$ cat src/rtl/core/qph_pkg.sv
`timescale 1ns / 1ps
// ----------------------------------------------------------------------------
// qph_pkg
// Shared types, codes and constants of the quadratic probe hash table unit.
// ----------------------------------------------------------------------------
package qph_pkg;

	localparam int CAP_W  = 10;
	localparam int HASH_W = 32;
	localparam int BLK_W  = 32;
	localparam int MODE_W = 2;
	localparam int ST_W   = 3;
	localparam int TAG_W  = 2;

	localparam logic [MODE_W-1:0] MODE_INSERT = 2'd0;
	localparam logic [MODE_W-1:0] MODE_REMOVE = 2'd1;
	localparam logic [MODE_W-1:0] MODE_LOOKUP = 2'd2;
	localparam logic [MODE_W-1:0] MODE_UPDATE = 2'd3;

	localparam logic [ST_W-1:0] ST_OK      = 3'd0;
	localparam logic [ST_W-1:0] ST_DUP     = 3'd1;
	localparam logic [ST_W-1:0] ST_FULL    = 3'd2;
	localparam logic [ST_W-1:0] ST_MISS    = 3'd3;
	localparam logic [ST_W-1:0] ST_EXHAUST = 3'd4;

	localparam logic [TAG_W-1:0] TAG_EMPTY = 2'd0;
	localparam logic [TAG_W-1:0] TAG_LIVE  = 2'd1;
	localparam logic [TAG_W-1:0] TAG_TOMB  = 2'd2;

	localparam logic [CAP_W-1:0] MAX_PRIME_CAP = 10'd1009;
	localparam logic [CAP_W-1:0] CAP_RESET     = 10'd101;
	localparam logic [CAP_W-1:0] CAP_FLOOR     = 10'd2;

	localparam logic [1:0] ASEL_CLR  = 2'd0;
	localparam logic [1:0] ASEL_IDX  = 2'd1;
	localparam logic [1:0] ASEL_SCAN = 2'd2;

	localparam logic [2:0] WSEL_EMPTY = 3'd0;
	localparam logic [2:0] WSEL_NEW   = 3'd1;
	localparam logic [2:0] WSEL_TOMB  = 3'd2;
	localparam logic [2:0] WSEL_UPD   = 3'd3;
	localparam logic [2:0] WSEL_MOVE  = 3'd4;

	localparam int NPRIMES = 169;
	localparam int PIDX_W  = $clog2(NPRIMES);

	localparam logic [CAP_W-1:0] PRIMES [NPRIMES] = '{
		10'd2, 10'd3, 10'd5, 10'd7, 10'd11, 10'd13, 10'd17, 10'd19, 10'd23, 10'd29,
		10'd31, 10'd37, 10'd41, 10'd43, 10'd47, 10'd53, 10'd59, 10'd61, 10'd67, 10'd71,
		10'd73, 10'd79, 10'd83, 10'd89, 10'd97, 10'd101, 10'd103, 10'd107, 10'd109,
		10'd113, 10'd127, 10'd131, 10'd137, 10'd139, 10'd149, 10'd151, 10'd157, 10'd163,
		10'd167, 10'd173, 10'd179, 10'd181, 10'd191, 10'd193, 10'd197, 10'd199, 10'd211,
		10'd223, 10'd227, 10'd229, 10'd233, 10'd239, 10'd241, 10'd251, 10'd257, 10'd263,
		10'd269, 10'd271, 10'd277, 10'd281, 10'd283, 10'd293, 10'd307, 10'd311, 10'd313,
		10'd317, 10'd331, 10'd337, 10'd347, 10'd349, 10'd353, 10'd359, 10'd367, 10'd373,
		10'd379, 10'd383, 10'd389, 10'd397, 10'd401, 10'd409, 10'd419, 10'd421, 10'd431,
		10'd433, 10'd439, 10'd443, 10'd449, 10'd457, 10'd461, 10'd463, 10'd467, 10'd479,
		10'd487, 10'd491, 10'd499, 10'd503, 10'd509, 10'd521, 10'd523, 10'd541, 10'd547,
		10'd557, 10'd563, 10'd569, 10'd571, 10'd577, 10'd587, 10'd593, 10'd599, 10'd601,
		10'd607, 10'd613, 10'd617, 10'd619, 10'd631, 10'd641, 10'd643, 10'd647, 10'd653,
		10'd659, 10'd661, 10'd673, 10'd677, 10'd683, 10'd691, 10'd701, 10'd709, 10'd719,
		10'd727, 10'd733, 10'd739, 10'd743, 10'd751, 10'd757, 10'd761, 10'd769, 10'd773,
		10'd787, 10'd797, 10'd809, 10'd811, 10'd821, 10'd823, 10'd827, 10'd829, 10'd839,
		10'd853, 10'd857, 10'd859, 10'd863, 10'd877, 10'd881, 10'd883, 10'd887, 10'd907,
		10'd911, 10'd919, 10'd929, 10'd937, 10'd941, 10'd947, 10'd953, 10'd967, 10'd971,
		10'd977, 10'd983, 10'd991, 10'd997, 10'd1009
	};

	typedef struct packed {
		logic       sel_new;
		logic       clr_rst;
		logic       clr_step;
		logic       load;
		logic       div_start;
		logic       div_src_rd;
		logic       probe_init;
		logic       adv;
		logic       rd;
		logic       wr;
		logic [2:0] wsel;
		logic [1:0] asel;
		logic       live_inc;
		logic       live_dec;
		logic       set_st;
		logic [2:0] st;
		logic       found_load;
		logic       np_rst;
		logic       np_step;
		logic       np_take;
		logic       scan_rst;
		logic       scan_inc;
		logic       ent_load;
		logic       swap;
		logic       out_load;
	} qph_cmd_t;

	typedef struct packed {
		logic [1:0] mode;
		logic [1:0] tag;
		logic       match;
		logic       exhaust;
		logic       full;
		logic       need_rehash;
		logic       clr_last;
		logic       np_hit;
		logic       scan_end;
		logic       div_busy;
	} qph_sts_t;

endpackage

$ cat src/rtl/core/qph_ctrl.sv
`timescale 1ns / 1ps
// ----------------------------------------------------------------------------
// qph_ctrl
// Controller: sequences clearing, probing, rehash and result hand-off.
// ----------------------------------------------------------------------------
module qph_ctrl (
	input  logic              clk,
	input  logic              arst_n,
	input  logic              cfg_we,
	input  logic              in_valid,
	output logic              in_stall,
	output logic              out_valid,
	input  logic              out_stall,
	input  qph_pkg::qph_sts_t sts,
	output qph_pkg::qph_cmd_t cmd
);
	import qph_pkg::*;

	localparam logic [3:0] S_CLR   = 4'd0;
	localparam logic [3:0] S_IDLE  = 4'd1;
	localparam logic [3:0] S_CHK   = 4'd2;
	localparam logic [3:0] S_HDIV  = 4'd3;
	localparam logic [3:0] S_RD    = 4'd4;
	localparam logic [3:0] S_EV    = 4'd5;
	localparam logic [3:0] S_NP    = 4'd6;
	localparam logic [3:0] S_RCLR  = 4'd7;
	localparam logic [3:0] S_RSCAN = 4'd8;
	localparam logic [3:0] S_RTAG  = 4'd9;
	localparam logic [3:0] S_RDIV  = 4'd10;
	localparam logic [3:0] S_RPRD  = 4'd11;
	localparam logic [3:0] S_RPEV  = 4'd12;
	localparam logic [3:0] S_OUT   = 4'd13;

	logic [3:0] state_q, state_n;
	logic       out_valid_q;

	always_comb begin
		cmd     = '0;
		state_n = state_q;
		unique case (state_q)
			S_CLR: begin
				cmd.wr       = 1'b1;
				cmd.wsel     = WSEL_EMPTY;
				cmd.asel     = ASEL_CLR;
				cmd.clr_step = 1'b1;
				if (sts.clr_last) begin
					state_n = S_IDLE;
				end
			end
			S_IDLE: begin
				if (in_valid) begin
					cmd.load = 1'b1;
					state_n  = S_CHK;
				end
			end
			S_CHK: begin
				if (sts.mode == MODE_INSERT && sts.full) begin
					cmd.set_st = 1'b1;
					cmd.st     = ST_FULL;
					state_n    = S_OUT;
				end else if (sts.mode == MODE_INSERT && sts.need_rehash) begin
					cmd.np_rst = 1'b1;
					state_n    = S_NP;
				end else begin
					cmd.div_start = 1'b1;
					state_n       = S_HDIV;
				end
			end
			S_HDIV: begin
				if (!sts.div_busy) begin
					cmd.probe_init = 1'b1;
					state_n        = S_RD;
				end
			end
			S_RD: begin
				cmd.rd   = 1'b1;
				cmd.asel = ASEL_IDX;
				state_n  = S_EV;
			end
			S_EV: begin
				cmd.asel = ASEL_IDX;
				if (sts.mode == MODE_INSERT) begin
					if (sts.tag == TAG_LIVE) begin
						if (sts.match) begin
							cmd.set_st = 1'b1;
							cmd.st     = ST_DUP;
							state_n    = S_OUT;
						end else begin
							cmd.adv = 1'b1;
							if (sts.exhaust) begin
								cmd.set_st = 1'b1;
								cmd.st     = ST_EXHAUST;
								state_n    = S_OUT;
							end else begin
								state_n = S_RD;
							end
						end
					end else begin
						cmd.wr       = 1'b1;
						cmd.wsel     = WSEL_NEW;
						cmd.live_inc = 1'b1;
						cmd.set_st   = 1'b1;
						cmd.st       = ST_OK;
						state_n      = S_OUT;
					end
				end else if (sts.tag == TAG_EMPTY) begin
					cmd.set_st = 1'b1;
					cmd.st     = ST_MISS;
					state_n    = S_OUT;
				end else if (sts.tag == TAG_LIVE && sts.match) begin
					cmd.set_st = 1'b1;
					cmd.st     = ST_OK;
					state_n    = S_OUT;
					case (sts.mode)
						MODE_REMOVE: begin
							cmd.wr       = 1'b1;
							cmd.wsel     = WSEL_TOMB;
							cmd.live_dec = 1'b1;
						end
						MODE_LOOKUP: begin
							cmd.found_load = 1'b1;
						end
						default: begin
							cmd.wr   = 1'b1;
							cmd.wsel = WSEL_UPD;
						end
					endcase
				end else begin
					cmd.adv = 1'b1;
					if (sts.exhaust) begin
						cmd.set_st = 1'b1;
						cmd.st     = ST_MISS;
						state_n    = S_OUT;
					end else begin
						state_n = S_RD;
					end
				end
			end
			S_NP: begin
				if (sts.np_hit) begin
					cmd.np_take = 1'b1;
					cmd.clr_rst = 1'b1;
					state_n     = S_RCLR;
				end else begin
					cmd.np_step = 1'b1;
				end
			end
			S_RCLR: begin
				cmd.sel_new  = 1'b1;
				cmd.wr       = 1'b1;
				cmd.wsel     = WSEL_EMPTY;
				cmd.asel     = ASEL_CLR;
				cmd.clr_step = 1'b1;
				if (sts.clr_last) begin
					cmd.scan_rst = 1'b1;
					state_n      = S_RSCAN;
				end
			end
			S_RSCAN: begin
				if (sts.scan_end) begin
					cmd.sel_new   = 1'b1;
					cmd.swap      = 1'b1;
					cmd.div_start = 1'b1;
					state_n       = S_HDIV;
				end else begin
					cmd.rd   = 1'b1;
					cmd.asel = ASEL_SCAN;
					state_n  = S_RTAG;
				end
			end
			S_RTAG: begin
				if (sts.tag == TAG_LIVE) begin
					cmd.sel_new    = 1'b1;
					cmd.ent_load   = 1'b1;
					cmd.div_start  = 1'b1;
					cmd.div_src_rd = 1'b1;
					state_n        = S_RDIV;
				end else begin
					cmd.scan_inc = 1'b1;
					state_n      = S_RSCAN;
				end
			end
			S_RDIV: begin
				cmd.sel_new = 1'b1;
				if (!sts.div_busy) begin
					cmd.probe_init = 1'b1;
					state_n        = S_RPRD;
				end
			end
			S_RPRD: begin
				cmd.sel_new = 1'b1;
				cmd.rd      = 1'b1;
				cmd.asel    = ASEL_IDX;
				state_n     = S_RPEV;
			end
			S_RPEV: begin
				cmd.sel_new = 1'b1;
				cmd.asel    = ASEL_IDX;
				if (sts.tag == TAG_EMPTY) begin
					cmd.wr       = 1'b1;
					cmd.wsel     = WSEL_MOVE;
					cmd.scan_inc = 1'b1;
					state_n      = S_RSCAN;
				end else begin
					cmd.adv = 1'b1;
					if (sts.exhaust) begin
						cmd.live_dec = 1'b1;
						cmd.scan_inc = 1'b1;
						state_n      = S_RSCAN;
					end else begin
						state_n = S_RPRD;
					end
				end
			end
			S_OUT: begin
				if (!out_valid_q || !out_stall) begin
					cmd.out_load = 1'b1;
					state_n      = S_IDLE;
				end
			end
			default: begin
				state_n = S_IDLE;
			end
		endcase
		if (cfg_we) begin
			state_n = S_CLR;
		end
	end

	always_ff @(posedge clk or negedge arst_n) begin
		if (!arst_n) begin
			state_q     <= S_CLR;
			out_valid_q <= 1'b0;
		end else begin
			state_q <= state_n;
			if (cmd.out_load) begin
				out_valid_q <= 1'b1;
			end else if (!out_stall) begin
				out_valid_q <= 1'b0;
			end
		end
	end

	assign in_stall  = state_q != S_IDLE;
	assign out_valid = out_valid_q;

endmodule

$ cat config.mk
export PLATFORM = sky130hd
export DESIGN_NAME = qph_ctrl
export DESIGN_NICKNAME = d
export VERILOG_FILES = /design/src/rtl/core/qph_pkg.sv /design/src/rtl/core/qph_ctrl.sv
export SDC_FILE = /design/constraint.sdc
export NUM_CORES = 1
export LEC_CHECK = 0
export ABC_AREA = 1
export BUFFER_PORTS_ARGS = -buffer_cell sky130_fd_sc_hd__clkbuf_2
export CAP_MARGIN = 20
export CORE_MARGIN = 5
export CORE_UTILIZATION = 40
export CTS_BUF_LIST = sky130_fd_sc_hd__clkbuf_4 sky130_fd_sc_hd__clkbuf_8 sky130_fd_sc_hd__clkbuf_16
export DETAILED_ROUTE_END_ITERATION = 16
export PLACE_DENSITY_LB_ADDON = 0.15
export SETUP_SLACK_MARGIN = 0.02
export SLEW_MARGIN = 20
export SYNTH_ARGS = -nofsm -noshare
export SYNTH_HDL_FRONTEND = slang
export SYNTH_SLANG_ARGS = --single-unit
$ cat constraint.sdc
create_clock -name clk -period 1.2 [get_ports clk]
set_input_delay 0.18 -clock clk [delete_from_list [all_inputs] [get_ports clk]]
set_output_delay 0.18 -clock clk [all_outputs]
set_load 0.005 [all_outputs]
==> reports/metrics.yaml, run 1 <==
outcome: "finished, violations left"
failed_checks: "setup timing"
grt_overflow_total: 0
dr_total_vias: 1388
holdPathEnd: "out_valid$_DFFE_PN0P_"
tritoncts: "yes"
gp_congestion: 0.9175
numnets_final: 275
grt_pass1_wl_um: 5271
synth-seq-cells: 5
crit_path_max_incr_delay_ns: 0.43
wl_per_cell_um: 12.83
hold_removal_path_class: "input port to flop"
net_switching_power_figure_mw: 0.9678
synth_seq_area_share_pct: 13.85
grtUsageMet2_pct: 34.68
min_from: "out_stall"
syn_nets: 181
cts_buffers: 3
power_leakage_nw: 1.072
htreeDepth: 1
worst_slack_ns: -0.5396
reg2reg_to: "state_q[1]$_DFFE_PN0P_"
groute.layer.met1.usage_pct: 24.36
slowest_stage: "dfrtp_2"
power.share.sequential_pct: 13.4
power_switching_share_pct: 46.29
io_buffers: 48
postRouteAntennaNets: 0
final_worst_path_cycle_share_pct: 145.0
setup_viol: 35
fmax_mhz: 574.8
overall_global_routing_usage_pct: 19.50
crit_top_cell: "nand2_4"
globalRoute.busiestLayer: "met2"
synth.cell_area_um2: 903.4
finalClockSkew_ns: 0.004059
number_of_different_library_cells_in_the_post_synthesis_netlist: 23
period_needed_ns: 1.740
tightestPinTransition_ns: 0.4023
cts.root.buffer_cell: "clkbuf_4"
clock_path_buffers: 2
startpoint_type: "flop"
power_per_cell_area_nw_per_um2: 1219
fp-row-count: 17
grtUsageMet3_pct: 2.036
clock-sinks: 5
worst_slew_margin_rel_pct: 73.18
intPower_mw: 1.123
clk_latency_ns: 0.24
r2r_worst_path_depth: 12
vias_in_the_first_global_route: 1245
power.clock.fraction_pct: 10.1
beginning_of_the_worst_register_to_register_path: "state_q[2]$_DFFE_PN0P_"
insertedDiodeCount: 0
hold_violations: 0
flow.area_growth_from_synthesis_pct: 89.89
first_iter_violations: 66
route.detailed.vias_per_inst: 4.922
crit_path_cell_trace: "buf_4, nor2_4, buf_12, nand2_4, nand2_4, nor3_2, o21ai_1, buf_2"
pin_count_of_the_biggest_net_entering_global_routing: 8
core_area_um2: 2191
antenna_found_initial: 0
timing.reg2reg.setup_slack_ns: -0.42
max-cap-violations: 0
holdWs_ns: 0.1713
dp_hpwl_um: 2658
setup.worst_path.class: "flop to output port"
end_kind: "output port"
initial_utilization_pct: 41.23
worst_setup_hold_path_clk_slew_ns: 0.04
cp_data_arrival_time_ns: 1.56
route.final.wire_length_um: 3619
worstPathRequired_ns: 1.02
chipWidth_um: 57.52
syn_avg_cell_area_um2: 5.611
post_synth_inst_count: 161
die_area_um2: 3309
dieHeight_um: 57.52
timing.critical_path.fanout_max: 5
final_layout_size_suffix_gt1_share_pct: 58.27
drv_slew: 0
finalCoreUtilization_pct: 78.30
yosysWarnings: 0
power.combinational.fraction_pct: 76.5
grt_setup_unrepaired: "yes"
dr.pass1.iters: 4
drt_drc_violations_left: 0
irDropWorstVdd_mv: 1.005
top_level_ports: 49
min_path_cells: 3
[layer usage]
metal	routed length (um)	vias up
met5	0	-
met4	56	0
met3	291	8
met2	1833	62
met1	1437	631
li1	-	687
[critical path: cells and delay by family (launching register included)]
| kind | cells | cell delay, ns |
|---|---|---|
| buf+inv | 3 | 0.40 |
| flops | 1 | 0.43 |
| simple gates | 4 | 0.38 |
| compound gates | 1 | 0.10 |
[registers in the layout (all words and copies together) (netlist names)]
name / cells
state_q: 4
out_valid: 1
[placed cells by master, fill, tap and decap left out, drive strengths merged]
| cell | instances |
|---|---|
| a21boi | 1 |
| a21oi | 2 |
| a22oi | 1 |
| buf | 47 |
| clkbuf | 48 |
| dfrtp | 5 |
| dlygate4sd3 | 1 |
| ha | 3 |
| inv | 31 |
| nand2 | 52 |
| nand3 | 23 |
| nor2 | 27 |
| nor3 | 3 |
| o211ai | 3 |
| o21ai | 4 |
| o22ai | 2 |
| or2 | 1 |
[cells in the mapped netlist, drive strengths merged]
cell | instances | area share [%]
a21boi | 1 | 0.83
a21oi | 2 | 1.1
a22oi | 1 | 0.83
buf | 2 | 1.7
clkbuf | 1 | 0.42
dfrtp | 5 | 14
ha | 3 | 4.2
inv | 31 | 13
nand2 | 52 | 26
nand3 | 23 | 14
nor2 | 27 | 15
nor3 | 3 | 1.7
o211ai | 3 | 2.5
o21ai | 4 | 2.2
o22ai | 2 | 1.4
or2 | 1 | 0.69
[metrics by stage]
stage	instances	TNS, ns	cell area (um^2)	setup WS (ns)	total power [mW]
after floorplan	161	-0.5808	929.6	-0.09846	0.9408
after global placement	259	-5.237	1374	-0.3046	1.445
after detailed placement	259	-5.920	1374	-0.3153	1.457
after CTS	275	-13.70	1617	-0.4861	1.940
after global routing	282	-17.53	1715	-0.6010	2.224
final	282	-15.16	1715	-0.5396	2.091
[repair_timing]
| action | in CTS | in global routing |
|---|---|---|
| hold buffers | 1 | 0 |
| gates resized for setup | 31 | 18 |
| pin swaps | 15 | 14 |
| endpoints found under the hold margin | 5 | 0 |
| buffers inserted | 12 | 8 |
| setup endpoints to repair | 35 | 35 |
[cell families (layout without fill, tap and decap cells)]
logic type	Yosys count	count (layout)	share of synthesized area, %
AOI/OAI and AO/OA	13	13	8.864
and+or+nand+nor	106	106	58.17
buffers and inverters	34	127	14.96
DFF	5	5	13.85
adders and majority gates	3	3	4.156
[cell type report]
class | count | area [um^2]
multi-input combinational | 122 | 789.5
timing repair buffer | 92 | 611.8
fill | 171 | 475.5
clock buffer | 4 | 30.03
sequential | 5 | 130.1
inverter | 31 | 118.9
tap | 28 | 35.03
[power groups by stage]
stage                     Sequential (mW)  Clock, mW  Combinational [mW]
after floorplan                     0.264          0               0.677
after global placement              0.271          0                1.17
after detailed placement            0.274          0                1.18
after CTS                           0.271      0.221                1.45
after global routing                0.281      0.232                1.71
final                               0.280      0.212                1.60
[worst max-delay path by stage]
stage | startpoint | to | slack, ns | cells past startpoint
floorplan | state_q[0]$_DFFE_PN0P_ | cmd[20] | -0.1 | 8
global placement | state_q[0]$_DFFE_PN0P_ | cmd[20] | -0.30 | 9
detailed placement | state_q[2]$_DFFE_PN0P_ | cmd[20] | -0.32 | 9
CTS | state_q[0]$_DFFE_PN0P_ | cmd[20] | -0.49 | 9
global route | state_q[2]$_DFFE_PN0P_ | cmd[20] | -0.60 | 7
finish | state_q[2]$_DFFE_PN0P_ | cmd[20] | -0.54 | 8
No activity file was read; power rests on OpenSTA's default activity.
==> run 2, diff against run 1 <==
--- a/config.mk
+++ b/config.mk
@@ -13,6 +13,7 @@
 export CTS_BUF_LIST = sky130_fd_sc_hd__clkbuf_4 sky130_fd_sc_hd__clkbuf_8 sky130_fd_sc_hd__clkbuf_16
 export DETAILED_ROUTE_END_ITERATION = 16
 export PLACE_DENSITY_LB_ADDON = 0.15
+export RECOVER_POWER = 25
 export SETUP_SLACK_MARGIN = 0.02
 export SLEW_MARGIN = 20
 export SYNTH_ARGS = -nofsm -noshare
==> reports/metrics.yaml, run 2 (synthesis results as in run 1) <==
drt_drc_violations_left: 0
dr.pass1.iters: 4
numnets_final: 275
wl_per_cell_um: 12.83
drv_slew: 0
worst_setup_hold_path_clk_slew_ns: 0.04
chipWidth_um: 57.52
flow.area_growth_from_synthesis_pct: 89.75
fmax_mhz: 575.2
cts.root.buffer_cell: "clkbuf_4"
crit_top_cell: "nand2_4"
io_buffers: 48
reg2reg_to: "state_q[1]$_DFFE_PN0P_"
power.share.sequential_pct: 13.4
gp_congestion: 0.9175
timing.reg2reg.setup_slack_ns: -0.42
net_switching_power_figure_mw: 0.9676
beginning_of_the_worst_register_to_register_path: "state_q[2]$_DFFE_PN0P_"
grt_setup_unrepaired: "yes"
period_needed_ns: 1.738
initial_utilization_pct: 41.23
registers.top_by_ff_count: "state_q"
kind_of_cell_adding_the_most_delay_to_the_critical_path: "flip-flops"
dieHeight_um: 57.52
critPathCapture: "cmd[20]"
irDropWorstVdd_mv: 1.005
power.clock.fraction_pct: 10.1
timing.critical_path.buf_inv: 3
die_area_um2: 3309
power_switching_share_pct: 46.30
first_iter_violations: 60
final_common_cell: "clkbuf_2"
grt_overflow_total: 0
setup_viol: 35
cp_data_arrival_time_ns: 1.56
path_depth: 8
crit_path_cell_trace: "buf_4, nor2_4, buf_12, nand2_4, nand2_4, nor3_2, o21ai_1, buf_2"
final_worst_path_cycle_share_pct: 144.9
cts_buffers: 3
clock-sinks: 5
outcome: "finished, violations left"
intPower_mw: 1.122
crit_path_max_incr_delay_ns: 0.43
fp-row-count: 17
final_layout_size_suffix_gt1_share_pct: 57.87
r2r_worst_path_depth: 12
final-instance-count-excl-fill: 282
post_dp_cell_area_um2: 1374
postRouteAntennaNets: 0
postLayoutCellArea_um2: 1714
route.final.wire_length_um: 3618
worstPathRequired_ns: 1.02
route.detailed.vias_per_inst: 4.918
clk_latency_ns: 0.24
clock_path_buffers: 2
place.detailed.instances: 259
failed_checks: "setup timing"
startpoint_type: "flop"
insertedDiodeCount: 0
worst_slew_margin_rel_pct: 73.18
number_of_flip_flops_in_the_largest_register: 4
post-layout-total-power_mw: 2.090
end_kind: "output port"
worst_slack_ns: -0.5384
hold_removal_path_class: "input port to flop"
top_level_ports: 49
timing.critical_path.fanout_max: 5
power.combinational.fraction_pct: 76.5
slowest_stage: "dfrtp_2"
tritoncts: "yes"
setup.worst_path.class: "flop to output port"
htreeDepth: 1
pin_count_of_the_biggest_net_entering_global_routing: 8
crit_path_start: "state_q[2]$_DFFE_PN0P_"
finalClockSkew_ns: 0.004027
power_leakage_nw: 1.069
vias_in_the_first_global_route: 1245
highest_count_cells_in_the_layout_ignoring_fill_and_taps: "clkbuf_2, nand2_1, buf_4"
overall_global_routing_usage_pct: 19.50
core_area_um2: 2191
grt_pass1_wl_um: 5271
dr_total_vias: 1387
tightestPinTransition_ns: 0.4023
power_per_cell_area_nw_per_um2: 1219
hold_violations: 0
max-cap-violations: 0
dp_hpwl_um: 2658
antenna_found_initial: 0
-- run 2: what timing repair did --
| action | CTS | global route |
|---|---|---|
| pin swaps | 15 | 14 |
| endpoints found under the hold margin | 5 | 0 |
| setup buffers | 12 | 8 |
| hold buffers | 1 | 0 |
| resized for setup | 31 | 18 |
| endpoints found under the setup margin | 35 | 35 |
-- run 2: stage by stage --
stage               utilization [%]  worst slack [ns]  setup TNS (ns)  hold slack (ns)
detailed placement            62.71           -0.3153          -5.920       -0.0002391
global placement              62.71           -0.3046          -5.237         0.002476
global route                  78.24           -0.6010          -17.53           0.2013
floorplan                         -          -0.09846         -0.5808          -0.1156
CTS                           73.79           -0.4861          -13.70           0.1639
finish                        78.24           -0.5384          -15.16           0.1712
-- run 2: cell type report --
cell class / count / area (um^2)
Clock buffer: 4 / 30.03
Fill cell: 172 / 476.7
Inverter: 31 / 118.9
Multi-Input combinational cell: 122 / 789.5
Sequential cell: 5 / 130.1
Tap cell: 28 / 35.03
Timing Repair Buffer: 92 / 610.6
-- run 2: tightest hold or removal path: stages --
cell and delay [ns]:
clkbuf_2 0.08, nand2_1 0.05, nand2_1 0.06
-- run 2: how the worst min path moves through the flow --
stage	cells after the start	slack, ns	start	to
after detailed placement	1	-0.0002	arst_n	out_valid$_DFFE_PN0P_
after global placement	1	0.002	arst_n	out_valid$_DFFE_PN0P_
after global routing	3	0.20	out_stall	out_valid$_DFFE_PN0P_
after floorplan	0	-0.12	arst_n	out_valid$_DFFE_PN0P_
after CTS	3	0.16	out_stall	out_valid$_DFFE_PN0P_
final	3	0.17	out_stall	out_valid$_DFFE_PN0P_
-- run 2: layer usage --
| layer | global-route usage (%) | wire length (um) | up-vias |
|---|---|---|---|
| met5 | 0 | 0 | - |
| met4 | 5.960 | 56 | 0 |
| met3 | 2.036 | 291 | 8 |
| met2 | 34.68 | 1835 | 62 |
| met1 | 24.36 | 1434 | 630 |
| li1 | - | - | 687 |
-- run 2: power groups by stage --
| stage | clock (mW) | combinational, mW | sequential (mW) |
|---|---|---|---|
| after global placement | 0 | 1.17 | 0.271 |
| final | 0.212 | 1.60 | 0.280 |
| after floorplan | 0 | 0.677 | 0.264 |
| after CTS | 0.221 | 1.45 | 0.271 |
| after global routing | 0.232 | 1.71 | 0.281 |
| after detailed placement | 0 | 1.18 | 0.274 |
==> run 3, diff against run 2 <==
--- a/config.mk
+++ b/config.mk
@@ -8,7 +8,7 @@
 export ABC_AREA = 1
 export BUFFER_PORTS_ARGS = -buffer_cell sky130_fd_sc_hd__clkbuf_2
 export CAP_MARGIN = 20
-export CORE_MARGIN = 5
+export CORE_MARGIN = 2
 export CORE_UTILIZATION = 40
 export CTS_BUF_LIST = sky130_fd_sc_hd__clkbuf_4 sky130_fd_sc_hd__clkbuf_8 sky130_fd_sc_hd__clkbuf_16
 export DETAILED_ROUTE_END_ITERATION = 16
==> reports/metrics.yaml, run 3 (synthesis results as in run 1) <==
hold_removal_path_class: "input port to flop"
highest_count_cells_in_the_layout_ignoring_fill_and_taps: "clkbuf_2, buf_4, nand2_1"
first_iter_violations: 38
final_common_cell: "clkbuf_2"
timing.critical_path.fanout_max: 6
max-cap-violations: 0
worst_setup_hold_path_clk_slew_ns: 0.05
route.final.wire_length_um: 3950
r2r_worst_path_depth: 11
initial_utilization_pct: 41.64
grtUsageMet2_pct: 46.79
cts.root.buffer_cell: "clkbuf_4"
vias_in_the_first_global_route: 1233
end_kind: "output port"
place.detailed.instances: 260
clk_latency_ns: 0.24
outcome: "finished, violations left"
cp_data_arrival_time_ns: 1.56
wl_per_cell_um: 14.06
finalCoreUtilization_pct: 81.37
top_level_ports: 49
worstPathRequired_ns: 1.02
holdWs_ns: 0.1645
post_dp_cell_area_um2: 1381
dieHeight_um: 51.52
core_area_um2: 2170
drt_drc_violations_left: 0
flow.area_growth_from_synthesis_pct: 95.43
reg2reg_to: "state_q[0]$_DFFE_PN0P_"
beginning_of_the_worst_register_to_register_path: "state_q[2]$_DFFE_PN0P_"
fp-row-count: 17
globalRoute.busiestLayer: "met2"
final_layout_size_suffix_gt1_share_pct: 61.66
worst_slack_ns: -0.5431
irDropWorstVdd_mv: 1.072
gp_congestion: 0.8576
overall_global_routing_usage_pct: 26.22
numnets_final: 274
crit_path_start: "state_q[3]$_DFFE_PN0P_"
timing.reg2reg.setup_slack_ns: -0.49
registers.top_by_ff_count: "state_q"
power_per_cell_area_nw_per_um2: 1281
power_leakage_nw: 1.082
min_from: "out_stall"
setup_viol: 36
fillers: 146
cts_buffers: 3
clock_path_buffers: 2
post-layout-total-power_mw: 2.262
startpoint_type: "flop"
dr_total_vias: 1443
min_path_cells: 3
grt_setup_unrepaired: "yes"
io_buffers: 48
pin_count_of_the_biggest_net_entering_global_routing: 9
dr.pass1.iters: 4
insertedDiodeCount: 0
hold_violations: 0
fmax_mhz: 573.7
final-instance-count-excl-fill: 281
holdPathEnd: "out_valid$_DFFE_PN0P_"
setup.worst_path.class: "flop to output port"
final_worst_path_cycle_share_pct: 145.3
postRouteAntennaNets: 0
drv_slew: 0
tritoncts: "yes"
route.detailed.vias_per_inst: 5.135
grt_overflow_total: 0
tightestPinTransition_ns: 0.4660
antenna_found_initial: 0
postLayoutCellArea_um2: 1765
failed_checks: "setup timing"
finalClockSkew_ns: 0.003231
number_of_flip_flops_in_the_largest_register: 4
worst_slew_margin_rel_pct: 68.93
grtUsageMet3_pct: 3.448
clock-sinks: 5
die_area_um2: 2654
htreeDepth: 1
grt_pass1_wl_um: 5264
chipWidth_um: 51.52
groute.layer.met1.usage_pct: 31.90
period_needed_ns: 1.743
dp_hpwl_um: 2533
==> run 3: how the worst max path moves through the flow <==
stage,to,slack [ns],cells past startpoint
floorplan,cmd[20],-0.1,8
CTS,cmd[25],-0.48,7
finish,cmd[5],-0.54,6
detailed placement,cmd[29],-0.29,7
global placement,cmd[29],-0.23,6
global route,cmd[5],-0.60,6
==> run 3: area by class of cell <==
class                           count  area (um^2)  area share, %
Timing Repair Buffer               91        615.6          34.87
Inverter                           31        123.9          7.016
Sequential cell                     5        130.1          7.371
Clock inverter                      1        5.005         0.2835
Clock buffer                        3        22.52          1.276
Multi-Input combinational cell    122        833.3          47.20
Tap cell                           28        35.03          1.984
==> run 3: power breakdown <==
group          switching (mW)  internal, mW
registers              0.0813         0.207
clock network          0.0834         0.121
logic                   0.902         0.866
==> run 3: worst max-delay path: stages, from the launching register on <==
cell and delay (ns):
dfrtp_2 0.49, nor2_4 0.21, buf_4 0.16, buf_4 0.13, nand2_2 0.09, nor2_2 0.11, clkbuf_2 0.12
==> run 3: repair_timing <==
item,CTS,global route
hold buffers,1,0
pin swaps,12,16
endpoints found under the setup margin,35,36
endpoints found under the hold margin,5,0
gates cloned,0,0
gates resized for setup,28,37
setup buffers,8,8
==> run 3: layer usage <==
| metal | vias to the layer above | wire length (um) |
|---|---|---|
| met1 | 676 | 1545 |
| met5 | - | 0 |
| met2 | 70 | 2048 |
| met4 | 0 | 98 |
| met3 | 10 | 258 |
| li1 | 687 | - |
==> run 3: stage by stage <==
step                      TNS, ns  setup slack (ns)
after floorplan           -0.5808          -0.09846
after global placement     -4.420           -0.2275
after detailed placement   -5.410           -0.2947
after CTS                  -13.47           -0.4757
after global routing       -17.80           -0.6021
final                      -15.73           -0.5431
